**config.mk**
```make
export PLATFORM = sky130hd
export DESIGN_NAME = textbook_8bit_cpu_step
export DESIGN_NICKNAME = d
export VERILOG_FILES = /design/src/hw/rtl/tb8c_pkg.sv /design/src/hw/rtl/tb8c_ram.sv /design/src/hw/rtl/textbook_8bit_cpu_step.sv
export SDC_FILE = /design/constraint.sdc
export NUM_CORES = 2
export LEC_CHECK = 0
export ABC_AREA = 1
export BUFFER_PORTS_ARGS = -buffer_cell sky130_fd_sc_hd__buf_2
export CAP_MARGIN = 5
export CORE_MARGIN = 3
export CORE_UTILIZATION = 50
export DETAILED_ROUTE_END_ITERATION = 6
export PLACE_DENSITY = 0.68
export SETUP_SLACK_MARGIN = 0.5
export SLEW_MARGIN = 20
export SYNTH_ARGS = -nofsm -noshare
export SYNTH_HDL_FRONTEND = slang
export SYNTH_HIERARCHICAL = 1
export SYNTH_SLANG_ARGS = --single-unit
export TNS_END_PERCENT = 100
```
**constraint.sdc**
```tcl
create_clock -name clk -period 13.3 [get_ports clk]
set_input_delay 1.33 -clock clk [delete_from_list [all_inputs] [get_ports clk]]
set_output_delay 1.33 -clock clk [all_outputs]
set_load 0.02 [all_outputs]
```
**src/hw/rtl/tb8c_pkg.sv**
```systemverilog
// Package for the eight-bit textbook CPU step block: command codes,
// opcode codes, field widths and the byte rotate helper.
// No dependencies.
`default_nettype none

package tb8c_pkg;

  localparam int CmdW  = 2;
  localparam int ByteW = 8;
  localparam int NibW  = 4;
  localparam int MemDepth = 256;
  localparam int RegDepth = 16;

  localparam logic [CmdW-1:0] CMD_WR_MEM = 2'd0;
  localparam logic [CmdW-1:0] CMD_RD_MEM = 2'd1;
  localparam logic [CmdW-1:0] CMD_RD_REG = 2'd2;
  localparam logic [CmdW-1:0] CMD_EXEC   = 2'd3;

  localparam logic [NibW-1:0] OP_LOAD_DIR = 4'h1;
  localparam logic [NibW-1:0] OP_LOAD_IMM = 4'h2;
  localparam logic [NibW-1:0] OP_STORE    = 4'h3;
  localparam logic [NibW-1:0] OP_MOVE     = 4'h4;
  localparam logic [NibW-1:0] OP_ADD      = 4'h5;
  localparam logic [NibW-1:0] OP_OR       = 4'h7;
  localparam logic [NibW-1:0] OP_AND      = 4'h8;
  localparam logic [NibW-1:0] OP_XOR      = 4'h9;
  localparam logic [NibW-1:0] OP_ROTATE   = 4'hA;
  localparam logic [NibW-1:0] OP_JUMP_EQ  = 4'hB;
  localparam logic [NibW-1:0] OP_HALT     = 4'hC;

  // Rotate a byte right by 0..7 places.
  function automatic logic [ByteW-1:0] rotr8(input logic [ByteW-1:0] v,
                                             input logic [2:0] n);
    logic [2*ByteW-1:0] d;
    d = {v, v} >> n;
    return d[ByteW-1:0];
  endfunction

endpackage

`default_nettype wire

```
**src/hw/rtl/tb8c_ram.sv**
```systemverilog
// Generic simple dual-port RAM: one write port, one read port with
// registered read data. No dependencies.
`default_nettype none

module tb8c_ram #(
  parameter int WIDTH = 8,
  parameter int DEPTH = 256,
  localparam int AW = $clog2(DEPTH)
) (
  input  wire logic             clk,
  input  wire logic             we,
  input  wire logic [AW-1:0]    waddr,
  input  wire logic [WIDTH-1:0] wdata,
  input  wire logic [AW-1:0]    raddr,
  output logic      [WIDTH-1:0] rdata
);

  logic [WIDTH-1:0] mem [DEPTH];

  always_ff @(posedge clk) begin
    if (we) begin
      mem[waddr] <= wdata;
    end
    rdata <= mem[raddr];
  end

endmodule

`default_nettype wire

```
**src/hw/rtl/textbook_8bit_cpu_step.sv**
```systemverilog
// Eight-bit textbook CPU, one command per input word. Top level; uses
// tb8c_pkg and three tb8c_ram instances (main memory, two register file copies).
`default_nettype none

// Each input word carries a command in s_axis_tuser: write a memory byte,
// read a memory byte, read a register, or execute one 16-bit instruction
// fetched big-endian at the program counter. Each command returns exactly
// one output word with the read byte, the program counter afterwards and
// what the step wrote. Main memory is a 256 x 8 RAM with one read port, so
// an execute steps through S_A to S_D (fetch high byte, fetch low byte,
// operand and register reads, then writeback); a memory write ends in S_A
// and a memory or register read in S_B. The register file is held twice so the
// two source operands come out in the same cycle. Per-entry valid bits
// make memory and registers read as zero after reset, with no clearing
// pass. A one-word input buffer takes the next word while the current one
// executes, and a registered output stage holds a finished word; a command
// waits in its last cycle only while that output word is not yet taken.
module textbook_8bit_cpu_step
  import tb8c_pkg::*;
(
  input  wire logic        clk,
  input  wire logic        rst,
  input  wire logic        s_axis_tvalid,
  output logic             s_axis_tready,
  input  wire logic [15:0] s_axis_tdata,  // addr[7:0], wdata[15:8]
  input  wire logic [1:0]  s_axis_tuser,  // cmd[1:0]
  output logic             m_axis_tvalid,
  input  wire logic        m_axis_tready,
  // read_data[7:0], pc[15:8], halted[16], opcode[20:17], reg_written[21],
  // reg_index[25:22], reg_value[33:26], mem_written[34], mem_addr[42:35], zero pad
  output logic [47:0]      m_axis_tdata
);

  localparam logic [2:0] S_IDLE = 3'd0;
  localparam logic [2:0] S_A    = 3'd1;
  localparam logic [2:0] S_B    = 3'd2;
  localparam logic [2:0] S_C    = 3'd3;
  localparam logic [2:0] S_D    = 3'd4;

  logic [2:0] state, state_next;

  // Input buffer and current command.
  logic             buf_full;
  logic [CmdW-1:0]  buf_cmd;
  logic [ByteW-1:0] buf_addr, buf_wdata;
  logic [CmdW-1:0]  cur_cmd;
  logic [ByteW-1:0] cur_addr, cur_wdata;

  logic [ByteW-1:0] pc;
  logic [ByteW-1:0] hi_q, lo_q;

  // Memory side.
  logic [MemDepth-1:0] mem_vld;
  logic                mem_rd_ok;
  logic [ByteW-1:0]    mem_raddr, mem_waddr, mem_wdata, mem_raw, mem_byte;
  logic                mem_we;

  // Register file side.
  logic [RegDepth-1:0] rf_vld;
  logic                rfa_ok, rfb_ok;
  logic [NibW-1:0]     rf_raddr_a, rf_raddr_b, rf_waddr;
  logic [ByteW-1:0]    rf_wdata, rfa_raw, rfb_raw, reg_a, reg_b;
  logic                rf_we;

  // Decode and execute.
  logic [NibW-1:0]  op_cur, r_cur, x_cur, y_cur;
  logic [ByteW-1:0] lo_cur;
  logic             ex_rw, ex_mw;
  logic [NibW-1:0]  ex_ridx;
  logic [ByteW-1:0] ex_rval, ex_pc;

  logic final_st, out_free, fire, start, s_accept;

  // Output stage.
  logic             out_valid;
  logic [ByteW-1:0] out_read_data, out_pc, out_reg_value, out_mem_addr;
  logic             out_halted, out_reg_written, out_mem_written;
  logic [NibW-1:0]  out_opcode, out_reg_index;

  assign s_axis_tready = !buf_full;
  assign s_accept      = s_axis_tvalid && s_axis_tready;

  assign m_axis_tvalid = out_valid;
  assign m_axis_tdata  = {5'd0, out_mem_addr, out_mem_written, out_reg_value,
                          out_reg_index, out_reg_written, out_opcode,
                          out_halted, out_pc, out_read_data};

  // Read data counts only if the entry was written since reset.
  assign mem_byte = mem_rd_ok ? mem_raw : '0;
  assign reg_a    = rfa_ok ? rfa_raw : '0;
  assign reg_b    = rfb_ok ? rfb_raw : '0;

  // Instruction fields: low byte comes straight off the RAM in S_C.
  assign op_cur = hi_q[7:4];
  assign r_cur  = hi_q[3:0];
  assign lo_cur = (state == S_C) ? mem_byte : lo_q;
  assign x_cur  = lo_cur[7:4];
  assign y_cur  = lo_cur[3:0];

  // Last cycle of each command; hold there while the output word waits.
  always_comb begin
    final_st = 1'b0;
    unique case (state)
      S_A:     final_st = (cur_cmd == CMD_WR_MEM);
      S_B:     final_st = (cur_cmd == CMD_RD_MEM) || (cur_cmd == CMD_RD_REG);
      S_D:     final_st = 1'b1;
      default: final_st = 1'b0;
    endcase
  end

  assign out_free = !out_valid || m_axis_tready;
  assign fire     = final_st && out_free;
  assign start    = buf_full && ((state == S_IDLE) || fire);

  always_comb begin
    state_next = state;
    if (fire) begin
      state_next = buf_full ? S_A : S_IDLE;
    end else begin
      unique case (state)
        S_IDLE:  state_next = buf_full ? S_A : S_IDLE;
        S_A:     state_next = (cur_cmd == CMD_WR_MEM) ? S_A : S_B;
        S_B:     state_next = (cur_cmd == CMD_EXEC) ? S_C : S_B;
        S_C:     state_next = S_D;
        S_D:     state_next = S_D;
        default: state_next = S_IDLE;
      endcase
    end
  end

  // Memory read address: command address for reads, else the fetch
  // sequence pc, pc+1, then the direct-load operand at the low byte.
  always_comb begin
    mem_raddr = pc;
    unique case (state)
      S_A:     mem_raddr = (cur_cmd == CMD_RD_MEM) ? cur_addr : pc;
      S_B:     mem_raddr = (cur_cmd == CMD_EXEC) ? pc + 8'd1 : cur_addr;
      S_C:     mem_raddr = lo_cur;
      S_D:     mem_raddr = lo_cur;
      default: mem_raddr = pc;
    endcase
  end

  // Register read ports: port A serves X for moves and ALU ops, else R;
  // port B serves Y, or R0 for the compare of a conditional jump.
  always_comb begin
    if ((state == S_A) || (state == S_B)) begin
      rf_raddr_a = cur_addr[3:0];
      rf_raddr_b = cur_addr[3:0];
    end else begin
      rf_raddr_a = r_cur;
      if ((op_cur == OP_MOVE) || (op_cur == OP_ADD) || (op_cur == OP_OR) ||
          (op_cur == OP_AND) || (op_cur == OP_XOR)) begin
        rf_raddr_a = x_cur;
      end
      rf_raddr_b = (op_cur == OP_JUMP_EQ) ? '0 : y_cur;
    end
  end

  // Execute, valid in S_D.
  always_comb begin
    ex_rw   = 1'b0;
    ex_mw   = 1'b0;
    ex_ridx = '0;
    ex_rval = '0;
    ex_pc   = pc + 8'd2;
    unique case (op_cur)
      OP_LOAD_DIR: begin ex_rw = 1'b1; ex_ridx = r_cur; ex_rval = mem_byte; end
      OP_LOAD_IMM: begin ex_rw = 1'b1; ex_ridx = r_cur; ex_rval = lo_cur; end
      OP_STORE:    begin ex_mw = 1'b1; end
      OP_MOVE:     begin ex_rw = 1'b1; ex_ridx = y_cur; ex_rval = reg_a; end
      OP_ADD:      begin ex_rw = 1'b1; ex_ridx = r_cur; ex_rval = reg_a + reg_b; end
      OP_OR:       begin ex_rw = 1'b1; ex_ridx = r_cur; ex_rval = reg_a | reg_b; end
      OP_AND:      begin ex_rw = 1'b1; ex_ridx = r_cur; ex_rval = reg_a & reg_b; end
      OP_XOR:      begin ex_rw = 1'b1; ex_ridx = r_cur; ex_rval = reg_a ^ reg_b; end
      OP_ROTATE: begin
        ex_rw   = 1'b1;
        ex_ridx = r_cur;
        ex_rval = rotr8(reg_a, y_cur[2:0]);
      end
      OP_JUMP_EQ: begin
        if (reg_a == reg_b) begin
          ex_pc = lo_cur;
        end
      end
      OP_HALT: ex_pc = '0;
      default: ex_pc = pc + 8'd2;
    endcase
  end

  // Writes happen only in the completing cycle, so a stall never repeats one.
  always_comb begin
    mem_we    = 1'b0;
    mem_waddr = cur_addr;
    mem_wdata = cur_wdata;
    if ((state == S_A) && (cur_cmd == CMD_WR_MEM)) begin
      mem_we = fire;
    end else if (state == S_D) begin
      mem_we    = fire && ex_mw;
      mem_waddr = lo_cur;
      mem_wdata = reg_a;
    end
  end

  assign rf_we    = fire && (state == S_D) && ex_rw;
  assign rf_waddr = ex_ridx;
  assign rf_wdata = ex_rval;

  tb8c_ram #(.WIDTH(ByteW), .DEPTH(MemDepth)) u_mem (
    .clk   (clk),
    .we    (mem_we),
    .waddr (mem_waddr),
    .wdata (mem_wdata),
    .raddr (mem_raddr),
    .rdata (mem_raw)
  );

  tb8c_ram #(.WIDTH(ByteW), .DEPTH(RegDepth)) u_rf_a (
    .clk   (clk),
    .we    (rf_we),
    .waddr (rf_waddr),
    .wdata (rf_wdata),
    .raddr (rf_raddr_a),
    .rdata (rfa_raw)
  );

  tb8c_ram #(.WIDTH(ByteW), .DEPTH(RegDepth)) u_rf_b (
    .clk   (clk),
    .we    (rf_we),
    .waddr (rf_waddr),
    .wdata (rf_wdata),
    .raddr (rf_raddr_b),
    .rdata (rfb_raw)
  );

  // Control state.
  always_ff @(posedge clk) begin
    if (rst) begin
      state     <= S_IDLE;
      buf_full  <= 1'b0;
      out_valid <= 1'b0;
      pc        <= '0;
      mem_vld   <= '0;
      rf_vld    <= '0;
      mem_rd_ok <= 1'b0;
      rfa_ok    <= 1'b0;
      rfb_ok    <= 1'b0;
    end else begin
      state     <= state_next;
      mem_rd_ok <= mem_vld[mem_raddr];
      rfa_ok    <= rf_vld[rf_raddr_a];
      rfb_ok    <= rf_vld[rf_raddr_b];
      if (mem_we) begin
        mem_vld[mem_waddr] <= 1'b1;
      end
      if (rf_we) begin
        rf_vld[rf_waddr] <= 1'b1;
      end
      if (start) begin
        buf_full <= 1'b0;
      end else if (s_accept) begin
        buf_full <= 1'b1;
      end
      if (fire) begin
        out_valid <= 1'b1;
      end else if (m_axis_tready) begin
        out_valid <= 1'b0;
      end
      if (fire && (state == S_D)) begin
        pc <= ex_pc;
      end
    end
  end

  // Payload registers.
  always_ff @(posedge clk) begin
    if (s_accept) begin
      buf_cmd   <= s_axis_tuser;
      buf_addr  <= s_axis_tdata[7:0];
      buf_wdata <= s_axis_tdata[15:8];
    end
    if (start) begin
      cur_cmd   <= buf_cmd;
      cur_addr  <= buf_addr;
      cur_wdata <= buf_wdata;
    end
    if (state == S_B) begin
      hi_q <= mem_byte;
    end
    if (state == S_C) begin
      lo_q <= mem_byte;
    end
    if (fire) begin
      out_read_data   <= '0;
      out_pc          <= pc;
      out_halted      <= 1'b0;
      out_opcode      <= '0;
      out_reg_written <= 1'b0;
      out_reg_index   <= '0;
      out_reg_value   <= '0;
      out_mem_written <= 1'b0;
      out_mem_addr    <= '0;
      if (cur_cmd == CMD_RD_MEM) begin
        out_read_data <= mem_byte;
      end else if (cur_cmd == CMD_RD_REG) begin
        out_read_data <= reg_a;
      end else if (cur_cmd == CMD_EXEC) begin
        out_pc          <= ex_pc;
        out_halted      <= (ex_pc == '0);
        out_opcode      <= op_cur;
        out_reg_written <= ex_rw;
        out_reg_index   <= ex_ridx;
        out_reg_value   <= ex_rval;
        out_mem_written <= ex_mw;
        out_mem_addr    <= ex_mw ? lo_cur : '0;
      end
    end
  end

  // Decode and operand cycles belong to execute commands only.
  a_exec_only: assert property (@(posedge clk) disable iff (rst)
    (state == S_C) || (state == S_D) |-> cur_cmd == CMD_EXEC)
    else $error("decode state reached by a non-execute command");

  // The operand cycle never stalls.
  a_c_to_d: assert property (@(posedge clk) disable iff (rst)
    state == S_C |=> state == S_D)
    else $error("operand cycle did not advance to writeback");

  // A halted report always carries a zero program counter.
  a_halt_pc: assert property (@(posedge clk) disable iff (rst)
    out_valid && out_halted |-> out_pc == '0)
    else $error("halted reported with nonzero program counter");

  // One step never writes both a register and memory.
  a_one_write: assert property (@(posedge clk) disable iff (rst)
    out_valid |-> !(out_reg_written && out_mem_written))
    else $error("register and memory written by one step");

  // Memory is written only by a write command or an execute writeback.
  a_mem_we: assert property (@(posedge clk) disable iff (rst)
    mem_we |-> ((state == S_A) && (cur_cmd == CMD_WR_MEM)) || (state == S_D))
    else $error("memory written outside a write or writeback cycle");

endmodule

`default_nettype wire

```
; ---- Word level (Yosys, flattened, before mapping)
; Memory sizes are Yosys's and may differ from the RTL's. A register that Yosys moved wholly into a read port is not among the register bits.
; Index checks and enable logic that the tools add are counted.
[word_totals]
reg_bits = 383
memories = 3
ram_bits = 2304
[op_classes]
n_reduce_logical = 29
n_addsub = 3
muxes = 50
shifts = 1
order_cmp = 7
n_bitwise = 7
n_eq_ne = 19
[mem_list]
columns = name, depth, width, read_ports, rd_ports_with_merged_regs, write_ports, line
row1 = u_mem.mem, 256, 8, 1, 1, 1, tb8c_ram.sv:18  ; logic [WIDTH-1:0] mem [DEPTH];
row2 = u_rf_a.mem, 16, 8, 1, 1, 1, tb8c_ram.sv:18
row3 = u_rf_b.mem, 16, 8, 1, 1, 1, tb8c_ram.sv:18
[op_table]
columns = operator, n
row1 = 256-bit OR, 1
row2 = 8-bit two-way mux, 16
row3 = 8-bit one-hot mux with 8 select lines, 1
row4 = 8-bit one-hot mux with 3 select lines, 1
row5 = 4-bit == test (second input constant), 5
row6 = 8-bit by 9-bit < comparator with 1-bit output (second input constant), 2
row7 = 1-bit two-way mux, 17
row8 = 4-bit two-way mux, 4
row9 = 16-bit OR, 1
row10 = 8-bit one-hot mux with 2 select lines, 1
row11 = 16-bit by 3-bit >> shifter with 8-bit output, 1
row12 = 4-bit by 5-bit < comparator with 1-bit output (second input constant), 3
row13 = 4-bit by 3-bit == test with 1-bit output (second input constant), 3
row14 = 3-bit one-hot mux with 4 select lines, 1
row15 = 1-bit logical AND, 9
row16 = 8-bit by 1-bit adder with 8-bit output (second input constant), 1
row17 = 8-bit by 2-bit adder with 8-bit output (second input constant), 1
row18 = 8-bit adder, 1
row19 = 8-bit AND, 1
row20 = 1-bit binary-select mux with 4-bit select, 2
row21 = 1-bit binary-select mux with 8-bit select, 1
row22 = 1-bit demux with 8-bit select, 1
row23 = 4-bit by 2-bit == test with 1-bit output (second input constant), 2
row24 = 8-bit == test, 1
row25 = other kinds (27), 39

; ---- Depth between registers and ports, before layout
[logic_depth]
word_depth = 9
ltp_mapped = 27

; ---- By module
; Netlist, hierarchy kept.
[by_module_without_submodules]
columns = mod, cells_each, seq_area_each_um2, area_per_inst_um2, instances
row1 = tb8c_ram (u_mem), 7003, 61659.1, 83396.2, 1
row2 = textbook_8bit_cpu_step, 2517, 8538.2, 18636.6, 1
row3 = tb8c_ram (u_rf_a ...), 551, 4003.8, 5766.8, 2

; ---- Worst setup path before layout
; Ideal clock, no wire load.
[synth_timing]
path_kind = flip-flop to flip-flop
from = reg state[0]
to = mem u_mem.mem[0][0], data pin
required_ns = 11.112
n_path_buf = 2
path_stages_with_launch = 6
arrival_ns = 10.881
setup_time_ns = 2.188
path_slack_ns = 0.231
period_less_slack_ns = 13.069
cell_sequence = dfxtp_1 nor2_1 nand2_2 buf_2 clkbuf_1 o21ai_0
[synth_between]
elab_chain_len = 3
word_cells_on_any_way = 5
cone_classes = eq/ne: 2 / mux: 2 / reduce/logical: 1
[synth_rtl]
columns = element, line
row1 = from (decl), textbook_8bit_cpu_step.sv:40  ; logic [2:0] state, state_next;
row2 = from (signal assigned), textbook_8bit_cpu_step.sv:249  ; state <= state_next;
row3 = 3-bit == test or 3-bit by 1-bit == test with 1-bit output (tied branches), "textbook_8bit_cpu_step.sv:198, textbook_8bit_cpu_step.sv:196"
row4 = 8-bit two-way mux or 1-bit logical AND (tied branches), "textbook_8bit_cpu_step.sv:198, textbook_8bit_cpu_step.sv:196"
row5 = 8-bit two-way mux *, textbook_8bit_cpu_step.sv:196  ; if ((state == S_A) && (cur_cmd == CMD_WR_MEM)) begin
row6 = named net mem_wdata[0], textbook_8bit_cpu_step.sv:55  ; logic [ByteW-1:0] mem_raddr, mem_waddr, mem_wdata, mem_raw, mem_byte;
row7 = to (decl), tb8c_ram.sv:18
; Mark *: on every way through the listed nets, which the timed path passes. The rest lies on a longest branch.

; ---- Worst setup path in the final report
[layout_timing]
from = reg state[1]
to = reg u_mem.rdata[0], read port of u_mem.mem
[layout_between]
elab_chain_len = 3
word_cells_on_any_way = 7
cone_classes = eq/ne: 4 / mux: 2 / reduce/logical: 1
[layout_rtl]
columns = element, line
row1 = 3-bit by 2-bit == test with 1-bit output or 3-bit == test (tied branches), "textbook_8bit_cpu_step.sv:96, textbook_8bit_cpu_step.sv:135"
row2 = 8-bit two-way mux or 2-bit OR reduction (tied branches), --
row3 = 8-bit one-hot mux with 3 select lines *, textbook_8bit_cpu_step.sv:135  ; unique case (state)
row4 = to (decl), tb8c_ram.sv:15  ; output logic [WIDTH-1:0] rdata
; Every way passes the cells marked *; elsewhere a longest branch is shown, timed or not.
; A chain may end at the register's enable or synchronous reset.

==> run metrics <==
Worst Skew 0.04776 ns; RePlAce Congestion 0.9358; CTS Buffer Depth 4; synthesized flop and latch total 2711; Port Buffer Count 66; Layout area overhead 9.589%; RSZ-0062 raised after global routing no; pin count of the biggest net entering global routing 226; DRC errors left 0; leading area contributor after synthesis edfxtp_1; Leak Pwr 44.58 nW; share of layout cells above drive strength 1 6.428%; Final Hold Viols 0; CP required 14.10 ns; largest cells by area after synthesis edfxtp_1 (63%), nand3_1 (11%), nand2_1 (9.9%); H-tree Lvls 5; slowest stage delay, CP 0.74 ns; Initial Util 50.40%; final core occ 55.23%; Synth top area share 63.22%; Setup crit end kind flop; most used cell, CP nand3_1; Post-DP HPWL 174900 µm; Cell Area, Synth 113600 µm²; Yosys Warn Count 6; fin. max-slew vios 0; # IOs 72; CTS Sinks 2711; Worst slew margin 19.87%; Crit path max-delay family buffers and inverters; Worst Max-Slew Pin Slew 1.202 ns; number of synthesized flops with an enable pin 2391; Clk pin slew, worst setup/hold paths 0.06 ns; max cap viols 0; crit path buf inv count 6; first-pass GRT wire length 463700 µm; Final #Nets 10.47k; Hold WS 0.4269 ns; vias in the first global route 74.56k; clock root cell clkbuf_16; Hold Crit Class flop to flop; M1 GR Usage 37.40%; ys async rst share 0%; Pwr per Cell Area 174.4 nW/µm²; die height 482.6 µm; run status complete, no violations; cell count after synthesis 10.62k; DR vias/cell 5.866; fin area 124500 µm²; post_cts resized 0; GRT Total Usage 26.08%; critical path's slowest cell buf_4; crit start category flop; CTS tree done; Global Route met3 Usage 5.102%; WL final 310800 µm; Crit path depth 22; Post-synth top flop edfxtp_1; Worst R2R Path Depth 22; Post-DP Area 115300 µm²; Row Count 174; Final Power 0.02170 W; starting DRC count in detailed routing 11.07k; global route overflow 0; Post-CTS Hold Buffers 0; total die area 232900 µm²; met2 usage 39.35%; postcts setup bufs 0; worst hold stages 0; post-synthesis sequential area ratio 68.86%; total negative slack 0 ns; Crit path arrival time 8.51 ns; Syn Area/Cell 10.69 µm²; Max IR drop VDD 117.1 µV; Tmin final 7.711 ns; Setup CP Type flop to flop; gr busiest metal met2; clock latency on the worst-skew pair 0.93 ns; core area 225300 µm²; drt wl/cell 22.81 µm; cts bufs inserted 297; part of the cycle the worst path needs 57.98%; final setup fails 0; 1st-pass router iterations 6; Max Clk Rate 129.7 MHz; initial antenna violation count 14; CP Max Fanout 215; unique cell type count in the Yosys netlist 57; crit path cell chain nor2_1, nand2_2, nand2_2, inv_4, nand2_4, nand3_2, buf_4, nand2_8, inv_8, buf_4, buf_4, buf_12, nand2_1, nand3_1, nand3_1, nand3_1, nand3_1, nand3_1, nand3_1, nand2_1, nand2_1, nand2_1; Detail Route Antenna Nets 0; die width 482.6 µm; via count 79.94k
==> power breakdown <==
part / total, W / switching, W / internal, W
clock: 0.00780 / 0.00321 / 0.00459
sequential: 0.00959 / 0.0000850 / 0.00950
combinational: 0.00431 / 0.00327 / 0.00103
==> worst register-to-register path, delay by kind of cell, from the launching register on <==
kind	cells	cell delay [ns]
flops	1	0.44
buf+inv	6	3.57
simple gates	16	3.59
==> layout make-up <==
type / instances / area (µm²)
well taps: 2992 / 3744
flip-flops and latches: 2711 / 78210
clock buffers: 380 / 8069
repair buffers: 186 / 1381
diodes: 9 / 22.52
fillers: 18620 / 100900
clock inverters: 117 / 1011
inverters: 606 / 2345
multi-input cells: 6626 / 29680
==> sequential cells by signal, summed over array words and instances (netlist names), 16 cells and up <==
signal	count
u_mem/mem	2048
u_rf_a/mem	128
rf_vld	16
u_rf_b/mem	128
mem_vld	256
==> through the flow <==
stage / cells / setup WS (ns)
2_1_floorplan: 10630 / 0.2307
3_3_place_gp: 13120 / 5.909
3_5_place_dp: 13120 / 5.873
4_1_cts: 13620 / 5.856
5_1_grt: 13620 / 5.209
6_report: 13630 / 5.589
==> layout by cell type, fill, tap and decap left out, drive strengths merged, types with 2 or more instances in the layout <==
| cell type | netlist | routed |
|---|---|---|
| nand2 | 3018 | 3018 |
| nand3 | 2509 | 2509 |
| edfxtp | 2391 | 2391 |
| inv | 605 | 610 |
| nor2 | 488 | 488 |
| clkbuf | 167 | 381 |
| a21oi | 328 | 328 |
| dfxtp | 320 | 320 |
| buf | 516 | 185 |
| o21ai | 120 | 120 |
| clkinv | 1 | 91 |
| o211ai | 35 | 35 |
| ha | 22 | 22 |
| nor3 | 22 | 22 |
| o22ai | 20 | 20 |
| bufinv | 0 | 17 |
| diode | 0 | 9 |
| a31oi | 6 | 6 |
| a211oi | 6 | 6 |
| a221oi | 5 | 5 |
| o2111ai | 5 | 5 |
| conb | 1 | 5 |
| clkinvlp | 0 | 5 |
| xor2 | 4 | 4 |
| or2 | 4 | 4 |
| nor4 | 4 | 4 |
| nand3b | 4 | 4 |
| nand4 | 3 | 3 |
| o31ai | 3 | 3 |
| o221ai | 2 | 2 |
| a22oi | 2 | 2 |
| o21a | 2 | 2 |
==> per-layer routing <==
metal	share of wire (%)	wire, µm	vias up
li1	-	-	36200
met1	41	126100	38640
met2	45	139500	4364
met3	11	33450	734
met4	3.8	11700	4
met5	0.0074	23	-
==> path summary, 6_finish.rpt <==
kind              slack, ns         from              to
setup reg to reg       5.59     state[1]  u_mem/rdata[0]
hold reg to reg        0.43  buf_addr[1]     cur_addr[1]
hold / removal         0.43  buf_addr[1]     cur_addr[1]
setup / recovery       5.59     state[1]  u_mem/rdata[0]
==> synth_stat cells (all sizes together) (35+ instances only) <==
library cell  number
buf              516
inv              605
a21oi            328
edfxtp          2391
dfxtp            320
nand2           3018
o211ai            35
nor2             488
o21ai            120
clkbuf           167
nand3           2509
==> kinds of logic after synthesis <==
group           synth area share (%)
compound gates                 2.619
xor+xnor                     0.03856
fa+ha+maj                     0.2600
buf+inv                        5.153
flops                          68.86
mux                         0.008814
other cells                 0.003302
simple gates                   23.05
Note: power is estimated with default switching activity, not from simulation.
